$ cat src/design/utf8d_pkg.sv
// utf8d_pkg: shared types and constants for the utf-8 stream decoder
// used by utf8d_decode, utf8d_emit and utf8_stream_decoder; no dependencies
package utf8d_pkg;

  // widths of the result fields
  localparam int unsigned CpW      = 21;
  localparam int unsigned QcntW    = 3;

  // substitution character and byte classes
  localparam logic [CpW-1:0] QMARK     = 21'h00003F;
  localparam logic [7:0]     ContMask  = 8'hC0;
  localparam logic [7:0]     ContCode  = 8'h80;
  localparam logic [7:0]     Lead2Mask = 8'h1F;
  localparam logic [7:0]     Lead3Mask = 8'h0F;
  localparam logic [7:0]     Lead4Mask = 8'h07;
  localparam logic [5:0]     PayMask   = 6'h3F;

  // results caused by one byte: replacement marks first, then an optional value
  typedef struct packed {
    logic [QcntW-1:0] n_qmark;
    logic             has_val;
    logic [CpW-1:0]   val_cp;
    logic             val_rep;
  } job_t;

endpackage

$ cat src/design/utf8d_decode.sv
// utf8d_decode: input register, sequence state and per-byte decode
// depends on utf8d_pkg; hands one job_t per byte that gives a result to utf8d_emit
module utf8d_decode (
  input  logic                      clk_i,
  input  logic                      rst_ni,
  input  logic                      latin1_i,
  input  logic                      in_valid_i,
  output logic                      in_ready_o,
  input  logic [7:0]                in_byte_i,
  input  logic                      in_end_i,
  output logic                      job_valid_o,
  input  logic                      job_ready_i,
  output utf8d_pkg::job_t           job_o
);

  logic                       in_valid_q;
  logic [7:0]                 in_byte_q;
  logic                       in_end_q;
  logic [1:0]                 need_q, need_d;
  logic [1:0]                 held_q, held_d;
  logic [utf8d_pkg::CpW-1:0]  pv_q, pv_d;
  utf8d_pkg::job_t            job;
  logic                       res_any;
  logic                       move;
  logic                       cont;
  logic [1:0]                 held_inc;
  logic [utf8d_pkg::CpW-1:0]  pv_ext;
  logic [utf8d_pkg::QcntW-1:0] flush;

  // byte decode against the open sequence
  always_comb begin
    job      = '0;
    need_d   = need_q;
    held_d   = held_q;
    pv_d     = pv_q;
    cont     = (in_byte_q & utf8d_pkg::ContMask) == utf8d_pkg::ContCode;
    held_inc = held_q + 2'd1;
    pv_ext   = {pv_q[utf8d_pkg::CpW-7:0], in_byte_q[5:0] & utf8d_pkg::PayMask};
    flush    = (need_q != 2'd0) ? {1'b0, held_q} : '0;
    if (need_q != 2'd0 && cont) begin
      if (need_q == 2'd1) begin
        job.has_val = 1'b1;
        job.val_cp  = pv_ext;
        need_d      = '0;
        held_d      = '0;
        pv_d        = '0;
      end else begin
        need_d = need_q - 2'd1;
        held_d = held_inc;
        pv_d   = pv_ext;
        // stream end with the sequence still open
        if (in_end_q) begin
          job.n_qmark = {1'b0, held_inc};
          need_d      = '0;
          held_d      = '0;
          pv_d        = '0;
        end
      end
    end else begin
      need_d      = '0;
      held_d      = '0;
      pv_d        = '0;
      job.n_qmark = flush;
      case (in_byte_q) inside
        [8'h00:8'h7F]: begin
          job.has_val = 1'b1;
          job.val_cp  = {{(utf8d_pkg::CpW-8){1'b0}}, in_byte_q};
        end
        [8'hC0:8'hDF]: begin
          need_d = 2'd1;
          held_d = 2'd1;
          pv_d   = {{(utf8d_pkg::CpW-8){1'b0}}, in_byte_q & utf8d_pkg::Lead2Mask};
        end
        [8'hE0:8'hEF]: begin
          need_d = 2'd2;
          held_d = 2'd1;
          pv_d   = {{(utf8d_pkg::CpW-8){1'b0}}, in_byte_q & utf8d_pkg::Lead3Mask};
        end
        [8'hF0:8'hF7]: begin
          need_d = 2'd3;
          held_d = 2'd1;
          pv_d   = {{(utf8d_pkg::CpW-8){1'b0}}, in_byte_q & utf8d_pkg::Lead4Mask};
        end
        default: begin
          // stray continuation or invalid lead
          job.n_qmark = flush + 3'd1;
        end
      endcase
      // a lead opened by the final byte is flushed at once
      if (in_end_q && need_d != 2'd0) begin
        job.n_qmark = flush + 3'd1;
        need_d      = '0;
        held_d      = '0;
        pv_d        = '0;
      end
    end
    // latin-1 range limit
    if (job.has_val && latin1_i && (|job.val_cp[utf8d_pkg::CpW-1:8])) begin
      job.val_cp  = utf8d_pkg::QMARK;
      job.val_rep = 1'b1;
    end
  end

  // handoff: bytes with no result retire without waiting on the output side
  assign res_any     = (job.n_qmark != '0) || job.has_val;
  assign move        = in_valid_q && (job_ready_i || !res_any);
  assign in_ready_o  = !in_valid_q || move;
  assign job_valid_o = in_valid_q && res_any;
  assign job_o       = job;

  // input register control
  always_ff @(posedge clk_i or negedge rst_ni) begin
    if (!rst_ni) begin
      in_valid_q <= 1'b0;
    end else if (in_ready_o) begin
      in_valid_q <= in_valid_i;
    end
  end

  // input register payload
  always_ff @(posedge clk_i) begin
    if (in_ready_o && in_valid_i) begin
      in_byte_q <= in_byte_i;
      in_end_q  <= in_end_i;
    end
  end

  // sequence state
  always_ff @(posedge clk_i or negedge rst_ni) begin
    if (!rst_ni) begin
      need_q <= '0;
      held_q <= '0;
      pv_q   <= '0;
    end else if (move) begin
      need_q <= need_d;
      held_q <= held_d;
      pv_q   <= pv_d;
    end
  end

  // open sequence holds its lead and fits in four bytes
  assert property (@(posedge clk_i) disable iff (!rst_ni)
    (need_q != 2'd0) |-> (held_q != 2'd0) && ({1'b0, held_q} + {1'b0, need_q} <= 3'd4))
    else $error("open sequence count out of range");

  // closed sequence leaves no gathered payload
  assert property (@(posedge clk_i) disable iff (!rst_ni)
    (need_q == 2'd0) |-> (held_q == 2'd0) && (pv_q == '0))
    else $error("closed sequence left state behind");

  // never more than four results per byte
  assert property (@(posedge clk_i) disable iff (!rst_ni)
    job_valid_o |-> ({1'b0, job.n_qmark} + {3'b0, job.has_val} <= 4'd4))
    else $error("too many results for one byte");

endmodule

$ cat src/design/utf8d_emit.sv
// utf8d_emit: result register that plays out one job_t as result transactions
// depends on utf8d_pkg; fed by utf8d_decode
module utf8d_emit (
  input  logic                      clk_i,
  input  logic                      rst_ni,
  input  logic                      job_valid_i,
  output logic                      job_ready_o,
  input  utf8d_pkg::job_t           job_i,
  output logic                      out_valid_o,
  input  logic                      out_ready_i,
  output logic [utf8d_pkg::CpW-1:0] out_cp_o,
  output logic                      out_rep_o,
  output logic                      out_last_o
);

  logic [utf8d_pkg::QcntW-1:0] rem_q;
  logic                        has_val_q;
  logic [utf8d_pkg::CpW-1:0]   cp_q;
  logic                        rep_q;
  logic                        fire;
  logic                        load;

  // current result: replacement marks first, value last
  assign out_valid_o = (rem_q != '0) || has_val_q;
  assign out_last_o  = (rem_q == '0) || (rem_q == 3'd1 && !has_val_q);
  assign out_cp_o    = (rem_q != '0) ? utf8d_pkg::QMARK : cp_q;
  assign out_rep_o   = (rem_q != '0) ? 1'b1 : rep_q;

  assign fire        = out_valid_o && out_ready_i;
  assign job_ready_o = !out_valid_o || (fire && out_last_o);
  assign load        = job_valid_i && job_ready_o;

  // job counters
  always_ff @(posedge clk_i or negedge rst_ni) begin
    if (!rst_ni) begin
      rem_q     <= '0;
      has_val_q <= 1'b0;
    end else if (load) begin
      rem_q     <= job_i.n_qmark;
      has_val_q <= job_i.has_val;
    end else if (fire) begin
      if (rem_q != '0) begin
        rem_q <= rem_q - 3'd1;
      end else begin
        has_val_q <= 1'b0;
      end
    end
  end

  // value payload
  always_ff @(posedge clk_i) begin
    if (load) begin
      cp_q  <= job_i.val_cp;
      rep_q <= job_i.val_rep;
    end
  end

  // a decoded value is always the final result of its byte
  assert property (@(posedge clk_i) disable iff (!rst_ni)
    (out_valid_o && !out_rep_o) |-> out_last_o)
    else $error("decoded value not marked last");

  // every replacement carries the question mark
  assert property (@(posedge clk_i) disable iff (!rst_ni)
    (out_valid_o && out_rep_o) |-> (out_cp_o == utf8d_pkg::QMARK))
    else $error("replacement with wrong codepoint");

  // a loaded job shows up on the output next cycle
  assert property (@(posedge clk_i) disable iff (!rst_ni)
    load |=> out_valid_o)
    else $error("loaded job not presented");

endmodule

$ cat src/design/utf8_stream_decoder.sv
// utf8_stream_decoder: top level of the utf-8 byte stream to codepoint decoder
// depends on utf8d_pkg, utf8d_decode and utf8d_emit
//
//   channel  | direction | tdata                 | tuser    | tlast
//   s_axis   | in        | [7:0] data_byte       | -        | stream_end
//   m_axis   | out       | [20:0] codepoint      | replaced | run_last
//   cfg      | in        | cfg_wdata_i = latin1_only (reset 1), written on cfg_we_i
//
// one byte accepted per cycle unless held back by the result register; results move
// on from the input register into the result register; a byte with several results
// holds the result register until its last is taken, so output stalls or multi-result
// bytes back up into the input register; no-result bytes never touch the result register
// asynchronous active-low reset; no clearing pass, input ready as soon as reset releases
module utf8_stream_decoder (
  input  logic        clk_i,
  input  logic        rst_ni,
  input  logic        cfg_we_i,
  input  logic        cfg_wdata_i,
  input  logic        s_axis_tvalid,
  output logic        s_axis_tready,
  input  logic [7:0]  s_axis_tdata,   // [7:0] data_byte
  input  logic        s_axis_tlast,   // stream_end
  output logic        m_axis_tvalid,
  input  logic        m_axis_tready,
  output logic [23:0] m_axis_tdata,   // [20:0] codepoint, [23:21] zero
  output logic        m_axis_tuser,   // replaced
  output logic        m_axis_tlast    // run_last
);

  logic                      latin1_q;
  logic                      job_valid;
  logic                      job_ready;
  utf8d_pkg::job_t           job;
  logic [utf8d_pkg::CpW-1:0] out_cp;

  // configuration register
  always_ff @(posedge clk_i or negedge rst_ni) begin
    if (!rst_ni) begin
      latin1_q <= 1'b1;
    end else if (cfg_we_i) begin
      latin1_q <= cfg_wdata_i;
    end
  end

  // decode stage
  utf8d_decode u_decode (
    .clk_i       (clk_i),
    .rst_ni      (rst_ni),
    .latin1_i    (latin1_q),
    .in_valid_i  (s_axis_tvalid),
    .in_ready_o  (s_axis_tready),
    .in_byte_i   (s_axis_tdata),
    .in_end_i    (s_axis_tlast),
    .job_valid_o (job_valid),
    .job_ready_i (job_ready),
    .job_o       (job)
  );

  // result stage
  utf8d_emit u_emit (
    .clk_i       (clk_i),
    .rst_ni      (rst_ni),
    .job_valid_i (job_valid),
    .job_ready_o (job_ready),
    .job_i       (job),
    .out_valid_o (m_axis_tvalid),
    .out_ready_i (m_axis_tready),
    .out_cp_o    (out_cp),
    .out_rep_o   (m_axis_tuser),
    .out_last_o  (m_axis_tlast)
  );

  assign m_axis_tdata = {3'b000, out_cp};

endmodule

$ cat config.mk
export PLATFORM = sky130hd
export DESIGN_NAME = utf8_stream_decoder
export DESIGN_NICKNAME = d
export VERILOG_FILES = /design/src/design/utf8d_pkg.sv /design/src/design/utf8d_decode.sv /design/src/design/utf8d_emit.sv /design/src/design/utf8_stream_decoder.sv
export SDC_FILE = /design/constraint.sdc
export NUM_CORES = 1
export LEC_CHECK = 0
export BUFFER_PORTS_ARGS = -buffer_cell sky130_fd_sc_hd__buf_4
export CAP_MARGIN = 20
export CORE_MARGIN = 2
export CORE_UTILIZATION = 57
export DETAILED_ROUTE_END_ITERATION = 10
export GPL_ROUTABILITY_DRIVEN = 0
export PLACE_DENSITY_LB_ADDON = 0.3
export SYNTH_ARGS = -nofsm -noshare
export SYNTH_HDL_FRONTEND = slang
export SYNTH_SLANG_ARGS = --single-unit
$ cat constraint.sdc
create_clock -name clk_i -period 3.1 [get_ports clk_i]
set_input_delay 0.62 -clock clk_i [delete_from_list [all_inputs] [get_ports clk_i]]
set_output_delay 0.62 -clock clk_i [all_outputs]
set_load 0.02 [all_outputs]
==> results of run 1 <==
## kinds of logic after synthesis
| family | count (synthesis) |
|---|---|
| compound gates | 39 |
| xor+xnor | 1 |
| fa+ha+maj | 6 |
| buf+inv | 41 |
| flops | 56 |
| mux | 23 |
| other cells | 1 |
| simple gates | 101 |
## state kept, by name, indices dropped and copies added, names as in the netlist, 2 cells and up
register and flops:
u_decode.held_q 2, u_emit.rem_q 3, u_decode.in_byte_q 8, u_decode.pv_q 15, u_emit.cp_q 21, u_decode.need_q 2
## how the worst max path moves through the flow
stage	from	end	slack, ns	depth (start not counted)
2_1_floorplan	u_decode.need_q[0]	s_axis_tready	0.40	9
5_1_grt	u_decode.need_q[0]	s_axis_tready	-0.12	10
3_5_place_dp	u_decode.need_q[0]	s_axis_tready	0.12	10
6_report	u_decode.need_q[0]	s_axis_tready	-0.01	10
3_3_place_gp	u_decode.need_q[0]	s_axis_tready	0.23	10
4_1_cts	u_decode.need_q[0]	s_axis_tready	0.01	10
## layout by cell type, fill, tap and decap left out, types with 2 or more instances in the layout
| cell | n |
|---|---|
| sky130_fd_sc_hd__mux2_1 | 6 |
| sky130_fd_sc_hd__and2_1 | 19 |
| sky130_fd_sc_hd__nor3_1 | 4 |
| sky130_fd_sc_hd__nor4_1 | 15 |
| sky130_fd_sc_hd__mux2_2 | 2 |
| sky130_fd_sc_hd__inv_1 | 21 |
| sky130_fd_sc_hd__clkbuf_8 | 5 |
| sky130_fd_sc_hd__inv_6 | 2 |
| sky130_fd_sc_hd__dfrtp_1 | 24 |
| sky130_fd_sc_hd__o21ai_0 | 9 |
| sky130_fd_sc_hd__a21o_1 | 6 |
| sky130_fd_sc_hd__nor2b_1 | 2 |
| sky130_fd_sc_hd__or3b_4 | 2 |
| sky130_fd_sc_hd__buf_4 | 53 |
| sky130_fd_sc_hd__edfxtp_1 | 31 |
| sky130_fd_sc_hd__o21ai_2 | 2 |
| sky130_fd_sc_hd__nand2b_1 | 9 |
| sky130_fd_sc_hd__a32oi_1 | 2 |
| sky130_fd_sc_hd__nor2_1 | 10 |
| sky130_fd_sc_hd__nand2_1 | 23 |
| sky130_fd_sc_hd__ha_1 | 4 |
| sky130_fd_sc_hd__conb_1 | 3 |
| sky130_fd_sc_hd__ha_4 | 2 |
| sky130_fd_sc_hd__nor3b_1 | 2 |
| sky130_fd_sc_hd__mux2i_1 | 14 |
| sky130_fd_sc_hd__a31oi_1 | 3 |
| sky130_fd_sc_hd__nor2b_4 | 2 |
| sky130_fd_sc_hd__o31ai_2 | 2 |
| sky130_fd_sc_hd__and3_1 | 2 |
| sky130_fd_sc_hd__inv_2 | 3 |
| sky130_fd_sc_hd__a21oi_1 | 10 |
## power by group through the flow
| stage | sequential, µW | combinational [µW] | clock (µW) |
|---|---|---|---|
| floorplan | 1140 | 1090 | 0 |
| global placement | 1190 | 1430 | 0 |
| detailed placement | 1200 | 1460 | 0 |
| CTS | 1180 | 1500 | 421 |
| global route | 1220 | 1750 | 444 |
| finish | 1190 | 1600 | 413 |
## worst max-delay path, cell delays in order, from the launching register on
cell	delay (ns)
sky130_fd_sc_hd__dfrtp_1	0.39
sky130_fd_sc_hd__inv_2	0.07
sky130_fd_sc_hd__ha_4	0.19
sky130_fd_sc_hd__buf_4	0.14
sky130_fd_sc_hd__nor3b_2	0.21
sky130_fd_sc_hd__and3_1	0.21
sky130_fd_sc_hd__a31oi_1	0.06
sky130_fd_sc_hd__o21ai_2	0.28
sky130_fd_sc_hd__nor2_4	0.07
sky130_fd_sc_hd__or3b_4	0.42
sky130_fd_sc_hd__buf_6	0.15
## layer usage
| layer | routed length [µm] | global-route usage (%) |
|---|---|---|
| met5 | 0 | 0 |
| met4 | 107 | 8.577 |
| met3 | 312 | 3.571 |
| met2 | 2560 | 30.43 |
| met1 | 2546 | 32.06 |
## final cells by class
cell class | count | area [µm²] | share of cell area, %
repair buffers | 54 | 409.1 | 11.75
well taps | 70 | 87.58 | 2.514
clock inverters | 3 | 25.02 | 0.7184
flip-flops and latches | 56 | 1558 | 44.72
multi-input cells | 173 | 1245 | 35.74
clock buffers | 5 | 68.82 | 1.976
inverters | 24 | 90.09 | 2.586
## per-stage QoR
step           utilization [%]  hold WS [ns]  instances
3_3_place_gp             65.36        0.4779        373
5_1_grt                  69.08        0.2035        385
6_report                 69.08        0.1931        385
2_1_floorplan                -        0.3244        270
4_1_cts                  67.59        0.1992        381
3_5_place_dp             65.36        0.4892        373
## what timing repair did
| action | CTS | global route |
|---|---|---|
| setup endpoints to repair | 1 | 1 |
| endpoints found under the hold margin | 0 | 0 |
| pin swaps | 1 | 5 |
| setup buffers | 0 | 4 |
| hold buffers | 0 | 0 |
| gates resized for setup | 6 | 9 |
==> run summary, run 1 <==
The fraction of synthesis flops using an asynchronous set or reset pin came out at 44.64%. The worst register-to-register path begins at u_decode.need_q[0]. The xor/xnor cell area share of the yosys netlist was 0.2988%; the post-placement worst setup slack was 0.1204 ns. The depth of the worst register-to-register path was 10; the count of antenna-violating nets left after detailed routing was 0.

Of all cell types, the one taking the most synthesized area is sky130_fd_sc_hd__edfxtp_1. The tools report the capturing element type of the critical path as a primary output. At the later pin of the worst-skew pair, clock insertion delay measures 0.32 ns. The region available for standard cell placement spans 5042 µm². The post-layout minimum cycle time came out at 3.112 ns. The first-pass GRT wire length was 8956 µm; the highest clock rate was 0.3214 GHz. Counting along the longest clock path gives a buffer depth of 2.

The checks that failed: negative setup slack. The worst setup path is of the reg2out kind. The clock drives 56 sinks. The maximum fanout count along the critical path was 6; the count of warnings emitted by yosys was 0. The area of all placed cells without fillers was 3483 µm². The count of buffers from port buffering came out at 39. After synthesis, the largest family of logic cells by area is simple AND/OR/NAND/NOR gates. Summing internal, switching and leakage power gives 3202 µW. The reg2reg setup slack was 0.33 ns.

The worst register-to-register path ends at u_emit.cp_q[2]. Of the total power, the share spent switching nets is 40.25%. The net count of the finished layout is 335. The combinational group share of total power came out at 50.0%.

The logs give 21.12% for the total track usage and 590.5 µV for the largest voltage drop on the vdd net. Dividing the final minimum period by the clock period gives 100.4%. By count the netlist is led by sky130_fd_sc_hd__edfxtp_1 (31), sky130_fd_sc_hd__dfrtp_1 (24), sky130_fd_sc_hd__inv_1 (23), sky130_fd_sc_hd__nand2_1 (23), sky130_fd_sc_hd__and2_1 (19). The CTS clock-pin slew for the worst setup and hold paths is 0.11 ns. The internal portion of the total power is 1913 µW. The synthesized design contains 31 enable-type register cells.

Dividing total power by cell area gives a power density of 919.3 nW/µm². The cell area after placement was 3296 µm². The clock network power share was 12.9%; the clock skew was 0.01442 ns.

Data arrives at the worst endpoint at 2.49 ns. Setup repair after global routing could not meet its margin everywhere. For the pin with the worst max-slew slack, the measured transition is 0.5069 ns.

The fraction of layout instances using a drive strength above 1 is 27.30%. In this run the count of I/O pins placed on the die edge is 43. From bottom edge to top edge, the die measures 75.72 µm.

The repair_antennas step left the layout with diodes totalling 0. The tools report the buffer cell driving the clock tree root as sky130_fd_sc_hd__clkbuf_8. The share of total power dissipated in sequential elements is 37.1%. Across the run, the number of max-cap violations was 0. After synthesis the netlist holds a flip-flop and latch count of 56.

After synthesis, the cell types taking the most area are sky130_fd_sc_hd__edfxtp_1 (32%), sky130_fd_sc_hd__dfrtp_1 (20%), sky130_fd_sc_hd__mux2i_1 (4.8%). The pre-antenna-repair detailed-routing pass consisted of 4 iterations. Fraction of the mapped netlist area in adder cells: 2.561%. The number of global-route vias before repair is 1881, and the final count of pins violating max slew is 0. Counting the fill cells in the layout gives 374. In the routed design, unresolved DRC markers number 0.

The combined area of all synthesized cells was 2932 µm²; the worst-case setup margin in the final layout was -0.01166 ns. Total overflow reported by the global router: 0. Summed over all nets, the switching power comes to 1289 µW. The mean number of vias per cell was 5.462; the unique cell type count in the Yosys netlist was 48.

For the sum of negative setup slack, the log shows -0.01166 ns. The worst hold path belongs to the class in2async. The run gives 0 as the initial antenna violation count. The detail-routed net length per standard cell was 14.35 µm; the die span in x was 75.72 µm.

The sequential cell area fraction in the yosys report is 53.14%, and the compound-gate portion of the synthesized area is 9.048%. CTS built an H-tree with a depth of 2. The simple-gate share of the synthesized area was 19.76%.

The layout overhead on the synthesized area was 18.82%; the average footprint of a synthesized cell was 10.94 µm². In the post-synthesis netlist, the cell with the most instances is sky130_fd_sc_hd__edfxtp_1. After detailed routing, the total wire length is 5526 µm. Number of instances in the synthesized netlist: 268. The initial core utilization is 58.14%. Summing over every cut layer, the via total after detailed routing is 2103. In the synthesized netlist, mux cells make up 8.237% of the area. The run gives 26 as the largest net degree at the start of global routing. The number of failing hold endpoints at the final stage came out at 0.

Final-report setup violation count: 1. STA classifies the critical path startpoint as a register. The run gives 5733 µm² as the full die area. The detailed placer's ending HPWL is 3986 µm.

The analysis attributes to cell leakage a power of 0.001485 µW. Among all flip-flop cells after synthesis, the most frequent one is sky130_fd_sc_hd__edfxtp_1. The floorplan has 26 rows. The headroom to the max-slew limit is 65.85%. The run finished, with violations left.

Buffers inserted during clock tree synthesis total 5. For this block, the initial DRC count from the detailed router was 177. TritonCTS built the clock tree.

The data required time at the worst endpoint was 2.48 ns; the fraction of post-synthesis cell area in the top cell type by area was 31.75%.
Power figures use the tool's default switching activity.
==> run 2, diff against run 1 <==
--- a/config.mk
+++ b/config.mk
@@ -8,9 +8,8 @@
 export BUFFER_PORTS_ARGS = -buffer_cell sky130_fd_sc_hd__buf_4
 export CAP_MARGIN = 20
 export CORE_MARGIN = 2
-export CORE_UTILIZATION = 57
+export CORE_UTILIZATION = 35
 export DETAILED_ROUTE_END_ITERATION = 10
-export GPL_ROUTABILITY_DRIVEN = 0
 export PLACE_DENSITY_LB_ADDON = 0.3
 export SYNTH_ARGS = -nofsm -noshare
 export SYNTH_HDL_FRONTEND = slang
==> run 2 against run 1 <==
Effect of this change: the run now ends clean; global-route usage decreased by 7.2 points; non-clock buffer count increased by 3; clock-buffer cell count unchanged; register-to-register slack improved by 0.18 ns; largest cell class unchanged; highest routed layer unchanged.
==> run summary, run 2 (same netlist as run 1, synthesis figures left out) <==
The highest clock rate was 0.3319 GHz (+3.3%); the total overflow reported by the global router was 0 (unchanged). The tools report the largest voltage drop on the vdd net as 325.0 µV (-45%). The number of iterations in the first detailed-routing pass was 4 (unchanged); the depth of the worst register-to-register path was 9 (-1). The largest stage delay on the critical path is 0.41 ns (about the same). The final-layout fill cell count was 789 (+110%).

The post-layout minimum cycle time was 3.013 ns (-0.09866 ns); the count of buffers from port buffering was 39 (unchanged). The number of CTS-inserted buffers was 5 (unchanged). The run gives 0.2042 ns (+0.01114 ns) as the hold slack. Slowest stage cell on the critical path: sky130_fd_sc_hd__or3b_4. The count of antenna diodes in the layout is 0 (unchanged). For the data required time at the worst endpoint, the log shows 2.48 ns (about the same). The run gives 423 (+9.9%) as the post-route non-filler standard cell count. For the combinational group share of total power, the log shows 50.1% (about the same). The class of the tightest hold or removal check was in2async.

The number of global-route vias before repair is 2082 (+11%). The detail-routed net length per standard cell is 14.12 µm (-1.6%). The worst register-to-register path ends at u_emit.cp_q[1]. The signal arrival time at the worst endpoint came out at 2.39 ns (-0.10 ns). The cell area after placement is 3362 µm² (+2.0%), and the design internal power is 1909 µW (-0.22%).

The tools report the area occupied by multi-input gates as 1217 µm² (-2.2%). The startpoint identified for the worst register-to-register timing path is u_decode.need_q[0]. The flip-flop count of the largest register, all copies and words added was 21 (unchanged); the number of buffer and inverter instances along the worst setup path was 2 (-1).

The library cell used most frequently in the layout, excluding fill and tap cells, is sky130_fd_sc_hd__buf_4. The final count of pins violating max slew is 0 (unchanged), and the full die area is 9124 µm² (+59%). For the area of all placed cells without fillers, the log shows 3523 µm² (+1.1%). The count of standard-cell rows was 33 (+27%); the number of sinks driven by the clock tree was 56 (unchanged). The run gives 13.95% (-7.2 points) as the total track usage. The CTS clock-pin slew for the worst setup and hold paths was 0.11 ns (about the same). The die span in y works out to 95.52 µm (+26%).

The buffer cell driving the clock tree root was sky130_fd_sc_hd__clkbuf_8. The run gives 0 (unchanged) as the count of antenna-violating nets left after detailed routing. The insertion delay to the later sink of the worst-skew pair came out at 0.31 ns (about the same). The tools report the part of the power in registers as 37.0% (about the same). The net switching power figure came out at 1291 µW (+0.13%). The number of nets in the layout is 338 (+0.90%). The mean number of vias per cell came out at 4.960 (-9.2%). TritonCTS built the clock tree. The die span in x was 95.52 µm (+26%). For the static power due to leakage, the log shows 0.001506 µW (+1.4%). The tools report the first-pass GRT wire length as 9894 µm (+10%).

The largest delay contributor family on the critical path was simple AND/OR/NAND/NOR gates. The depth of the CTS H-tree was 2 (unchanged); the number of primary I/O pins was 43 (unchanged). The post-layout utilization of the core was 43.10% (-26 points).

The tools report the clock network power share as 12.8% (about the same). The post-route DRC violation count was 0 (unchanged). The power density over the cells came out at 908.1 nW/µm² (-1.2%). For the largest net degree at the start of global routing, the log shows 26 (unchanged).

The area of the core region was 8175 µm² (+62%); the detailed router's first-iteration violation count was 157 (-11%). The max-capacitance violation count came out at 0 (unchanged). The final-report setup violation count came out at 0 (-1).

The capturing element type of the critical path is a primary output. The number of hold buffers added after cts was 0 (unchanged); the routability congestion estimate from global placement was 0.8189. The initial core utilization came out at 35.86% (-22 points).

In the final layout, the registers with the most flip-flops are u_emit.cp_q: 21 flops, u_decode.pv_q: 15 flops, u_decode.in_byte_q: 8 flops. Category of the worst setup path launch point: a register. The reg2reg setup slack is 0.51 ns (+0.18 ns), and the critical path depth is 10 (unchanged). The run gives 1558 µm² (unchanged) as the sequential cell area in the final layout.

For the initial antenna violation count, the log shows 0 (unchanged). The clock skew was 0.01145 ns (-0.002967 ns); the final total power was 3200 µW (about the same). In the layout the commonest cells are sky130_fd_sc_hd__buf_4 (56), sky130_fd_sc_hd__edfxtp_1 (31), sky130_fd_sc_hd__dfrtp_1 (24), sky130_fd_sc_hd__nand2_1 (23), sky130_fd_sc_hd__inv_1 (21). The most critical setup path has its startpoint at u_decode.need_q[0]. Setup repair after global routing could not meet its margin everywhere. The layout overhead on the synthesized area came out at 20.19%. The flow ran to the end, and the final reports show no timing, DRC or antenna violations.

The number of failing hold endpoints at the final stage came out at 0 (unchanged). The post-route fraction of the period consumed by the critical path is 97.19% (-3.2 points). The critical path goes through inv_2 > ha_4 > nor2b_2 > ha_1 > o211ai_1 > mux2_4 > nand4_4 > nor2_2 > or3b_4 > buf_6.

u_emit.cp_q holds more flip-flops than any other register. The maximum fanout count along the critical path came out at 7 (+1). The setup path with the least slack is of type reg2out. The via count was 2098 (-0.24%). Fraction of layout instances using a drive strength above 1: 27.67% (+0.37 points). Switching share of power: 40.34% (+0.084 points). The tools report the detailed placer's ending HPWL as 4342 µm (+8.9%). The tools report the number of instances in the placed design as 411 (+10%). Aggregate routed wire length: 5972 µm (+8.1%). The tools report the buffer depth of the longest clock path as 2 (unchanged).
-- run 2: cell types whose count changed in the layout (fill, tap and decap cells not counted), sizes merged --
cell,before,now
clkinv,0,2
clkinvlp,1,0
buf,54,57
inv,26,25
-- run 2: repair_timing --
action,4_1_cts,5_1_grt
endpoints found under the setup margin,1,1
buffers inserted,2,2
gates resized for setup,4,7
pin swaps,1,4
endpoints found under the hold margin,0,0
-- run 2: worst max-delay path by stage --
| stage | end | slack (ns) |
|---|---|---|
| finish | s_axis_tready | 0.09 |
| global route | s_axis_tready | -0.02 |
| CTS | s_axis_tready | 0.003 |
| detailed placement | s_axis_tready | 0.13 |
| global placement | s_axis_tready | 0.23 |
| floorplan | s_axis_tready | 0.40 |
-- run 2: routing by layer --
metal / vias to the layer above / GRT usage, % / routed length, µm
met1: 1006 / 18.63 / 2806
met4: 0 / 4.405 / 110
met5: - / 0 / 0
li1: 1025 / - / -
met2: 58 / 22.90 / 2794
met3: 9 / 2.609 / 260
-- run 2: stage by stage --
step | worst slack, ns | TNS [ns]
after global placement | 0.2331 | 0
after CTS | 0.002875 | 0
after floorplan | 0.4019 | 0
final | 0.08699 | 0
after global routing | -0.01962 | -0.01962
after detailed placement | 0.1332 | 0
-- run 2: power groups by stage --
| stage | Sequential, µW | Combinational (µW) | Clock, µW |
|---|---|---|---|
| 2_1_floorplan | 1140 | 1090 | 0 |
| 3_3_place_gp | 1190 | 1490 | 0 |
| 3_5_place_dp | 1200 | 1510 | 0 |
| 4_1_cts | 1180 | 1560 | 427 |
| 5_1_grt | 1220 | 1760 | 451 |
| 6_report | 1180 | 1600 | 411 |
-- run 2: layout make-up --
type | instances | area share [%]
Timing Repair Buffer | 57 | 12.25
Tap cell | 105 | 3.729
Clock buffer | 5 | 1.953
Sequential cell | 56 | 44.21
Inverter | 24 | 2.557
Clock inverter | 3 | 0.7457
Multi-Input combinational cell | 173 | 34.55
-- run 2: worst register-to-register path, cell delays in order (launching register included) --
cell,delay [ns]
sky130_fd_sc_hd__dfrtp_1,0.37
sky130_fd_sc_hd__inv_2,0.06
sky130_fd_sc_hd__ha_4,0.19
sky130_fd_sc_hd__or3b_4,0.43
sky130_fd_sc_hd__and2_0,0.18
sky130_fd_sc_hd__mux2i_1,0.24
sky130_fd_sc_hd__o21ai_2,0.15
sky130_fd_sc_hd__o21ai_0,0.40
sky130_fd_sc_hd__inv_1,0.08
sky130_fd_sc_hd__buf_4,0.23
==> run 3, diff against run 2 <==
--- a/config.mk
+++ b/config.mk
@@ -7,8 +7,10 @@
 export LEC_CHECK = 0
 export BUFFER_PORTS_ARGS = -buffer_cell sky130_fd_sc_hd__buf_4
 export CAP_MARGIN = 20
+export CORE_ASPECT_RATIO = 0.75
 export CORE_MARGIN = 2
 export CORE_UTILIZATION = 35
+export CTS_CLUSTER_SIZE = 30
 export DETAILED_ROUTE_END_ITERATION = 10
 export PLACE_DENSITY_LB_ADDON = 0.3
 export SYNTH_ARGS = -nofsm -noshare
==> run 3 against run 2 <==
Effect of this change: die area about the same; power increased by 1.2%; hold slack got worse by 0.0027 ns; clock skew increased by 0.0020 ns; worst setup slack got worse by 0.066 ns; clock power decreased by 1%; fmax decreased by 2.1%; non-clock buffer count decreased by 4; clock-buffer cell count increased by 1; global-route usage decreased by 0.85 points; critical path type unchanged; critical endpoint unchanged; largest cell class unchanged; highest routed layer unchanged.
==> run summary, run 3 (same netlist as run 1, synthesis figures left out) <==
The detailed router's first-iteration violation count is 87 (-45%). For the initial antenna violation count, the log shows 0 (unchanged). The worst setup path is launched from a register. Number of iterations in the first detailed-routing pass: 4 (unchanged). The detail-routed net length per standard cell is 14.11 µm (about the same). The maximum fanout count along the critical path was 7 (unchanged).

The logs give 0 ns (unchanged) for the sum of negative setup slack and 3237 µW (+1.2%) for the final total power. The mean number of vias per cell came out at 4.912 (-0.97%). The largest registers in the layout are u_emit.cp_q: 21 flops, u_decode.pv_q: 15 flops, u_decode.in_byte_q: 8 flops. Register ranked first by flip-flop count: u_emit.cp_q. The slowest stage cell on the critical path was sky130_fd_sc_hd__dfrtp_1. The beginning of the worst register-to-register path is u_decode.need_q[0]. The power density over the cells is 916.1 nW/µm² (+0.87%).

The signal arrival time at the worst endpoint was 2.46 ns (+0.07 ns). The logs give 1832 (-12%) for the number of global-route vias before repair and 4238 µm (-2.4%) for the detailed placer's ending HPWL. The final count of pins violating max slew was 0 (unchanged); the final-layout fill cell count was 740 (-6.2%). The tightest min-delay check is of the in2async type. The routability congestion estimate from global placement is 0.8253 (+0.78%).

The capturing element type of the critical path is a primary output. The max-capacitance violation count is 0 (unchanged), and the count of antenna-violating nets left after detailed routing is 0 (unchanged). The count of antenna diodes in the layout was 0 (unchanged); the flip-flop count of the largest register, all copies and words added was 21 (unchanged). The most frequent standard cell in the layout excluding fill and tap cells is sky130_fd_sc_hd__buf_4.

The tools report the buffer cell driving the clock tree root as sky130_fd_sc_hd__clkbuf_8. Data required time at the worst endpoint: 2.48 ns (about the same). The area of the core region came out at 8023 µm² (-1.9%). In this run the worst setup path begins at u_decode.need_q[0].

The run gives 44.04% (+0.94 points) as the post-layout utilization of the core. The largest net degree at the start of global routing was 29 (+12%). After detailed routing, no signal wire sits above met4. Final-report setup violation count: 0 (unchanged). Leaving out fill and tap cells, the most frequent cells in the layout are sky130_fd_sc_hd__buf_4 (51), sky130_fd_sc_hd__edfxtp_1 (31), sky130_fd_sc_hd__dfrtp_1 (24), sky130_fd_sc_hd__nand2_1 (23), sky130_fd_sc_hd__inv_1 (21).

The tools report the number of primary I/O pins as 43 (unchanged). Setup repair after global routing could not meet its margin everywhere. The number of buffer and inverter instances along the worst setup path was 2 (unchanged). For the full die area, the log shows 9132 µm² (about the same).

Layout overhead on the synthesized area: 20.53%. The highest clock rate came out at 0.3248 GHz (-2.1%). The logs give 0 (unchanged) for the total overflow reported by the global router and 3261 µm (+16%) for the sum of routed wire segments on met1.

The depth of the CTS H-tree was 2 (unchanged). Insertion delay to the later sink of the worst-skew pair: 0.32 ns (about the same). TritonCTS built the clock tree. Die span in x: 109.7 µm (+15%). The depth of the worst register-to-register path is 9 (unchanged). The critical path depth works out to 10 (unchanged). By startpoint and endpoint, the worst setup path is classified as reg2out. Met2 wirelength from detailed routing: 2337 µm (-16%). The run finished with clean final reports. Traced cell by cell, the critical path runs through inv_2 > ha_4 > nor2b_4 > ha_4 > o211ai_1 > mux2_4 > nand4_4 > nor2_4 > or3b_4 > buf_6. For the design internal power, the log shows 1929 µW (+1.0%).

The largest voltage drop on the vdd net is 303.0 µV (-6.7%), and the detailed-routed wire length on met3 is 236 µm (-9.2%). The post-route fraction of the period consumed by the critical path is 99.33% (+2.1 points), and the total track usage is 13.10% (-0.85 points). The tools report the clock network power share as 12.6% (-0.2 points). Capture instance of the worst register-to-register path: u_decode.in_byte_q[2].

The net switching power figure was 1308 µW (+1.3%). The largest stage delay on the critical path is 0.42 ns (about the same), and the CTS clock-pin slew for the worst setup and hold paths is 0.11 ns (about the same). The aggregate routed wire length is 5913 µm (-0.99%), and the clock skew is 0.01343 ns (+0.001979 ns). The first-pass GRT wire length is 9280 µm (-6.2%), and the post-layout minimum cycle time is 3.079 ns (+0.06610 ns). The reg2reg setup slack is 0.38 ns (-0.13 ns). The switching share of power is 40.41% (+0.071 points), and the combinational group share of total power is 50.3% (+0.2 points).

Number of sinks driven by the clock tree: 56 (unchanged). Initial core utilization: 36.54% (+0.68 points). Count of buffers from port buffering: 39 (unchanged). Cell seen most often among critical-path stages: sky130_fd_sc_hd__ha_4. The tools report the via count as 2058 (-1.9%).

Die span in y: 83.26 µm (-13%). For the post-route DRC violation count, the log shows 0 (unchanged). The fraction of layout instances using a drive strength above 1 is 26.75% (-0.92 points), and the static power due to leakage is 0.001487 µW (-1.2%). The count of standard-cell rows is 28 (-15%), and the buffer depth of the longest clock path is 2 (unchanged).

The tools report the part of the power in registers as 37.1% (about the same). The tools report the number of CTS-inserted buffers as 5 (unchanged). The largest delay contributor family on the critical path was simple AND/OR/NAND/NOR gates. The number of failing hold endpoints at the final stage is 0 (unchanged), and the number of nets in the layout is 334 (-1.2%).
## run 3: changes by cell type in the layout (fill, tap and decap cells not counted), sizes merged
cell      delta
clkinvlp     +1
inv          -1
clkinv       -1
clkbuf       +1
buf          -4
## run 3: worst max-delay path by stage
stage                     slack, ns             to
after detailed placement       0.15  s_axis_tready
after global placement         0.23  s_axis_tready
after floorplan                0.40  s_axis_tready
after global routing          -0.09  s_axis_tready
after CTS                      0.01  s_axis_tready
final                          0.02  s_axis_tready
## run 3: layer usage
layer | track usage (%) | up-vias
li1 | - | 1021
met1 | 21.60 | 986
met2 | 16.61 | 44
met3 | 2.590 | 7
met4 | 4.143 | 0
met5 | 0 | -
## run 3: final cells by class
type | count | area, µm² | area share [%]
inverters | 24 | 90.09 | 2.550
multi-input cells | 173 | 1251 | 35.41
repair buffers | 53 | 414.1 | 11.72
well taps | 105 | 131.4 | 3.718
clock inverters | 2 | 16.27 | 0.4603
flip-flops and latches | 56 | 1558 | 44.09
clock buffers | 6 | 72.57 | 2.054
## run 3: repair_timing
item | 4_1_cts | 5_1_grt
resized for setup | 6 | 10
setup buffers | 0 | 4
hold buffers | 0 | 0
endpoints found under the setup margin | 1 | 1
pin swaps | 1 | 4
## run 3: stage by stage
step | area (µm²) | std cells | setup WS, ns | hold slack [ns]
after floorplan | 2939 | 270 | 0.4019 | 0.3244
after global placement | 3344 | 407 | 0.2293 | 0.4806
after detailed placement | 3344 | 407 | 0.1510 | 0.4995
after CTS | 3453 | 415 | 0.01298 | 0.2094
after global routing | 3533 | 419 | -0.08839 | 0.2096
final | 3533 | 419 | 0.02090 | 0.2015
## run 3: power groups by stage
stage,clock (µW),combinational [µW],sequential [µW]
after CTS,417,1520,1200
after floorplan,0,1090,1140
after global routing,449,1790,1230
final,407,1630,1200
after global placement,0,1480,1200
after detailed placement,0,1490,1210
## run 3: worst register-to-register path, cell delays in order, from the launching register on
cell,delay (ns)
sky130_fd_sc_hd__dfrtp_1,0.40
sky130_fd_sc_hd__inv_2,0.07
sky130_fd_sc_hd__ha_4,0.20
sky130_fd_sc_hd__or3b_4,0.44
sky130_fd_sc_hd__buf_4,0.22
sky130_fd_sc_hd__a31oi_4,0.20
sky130_fd_sc_hd__nand4_4,0.15
sky130_fd_sc_hd__nor2_4,0.12
sky130_fd_sc_hd__or3b_4,0.14
sky130_fd_sc_hd__and2_1,0.41
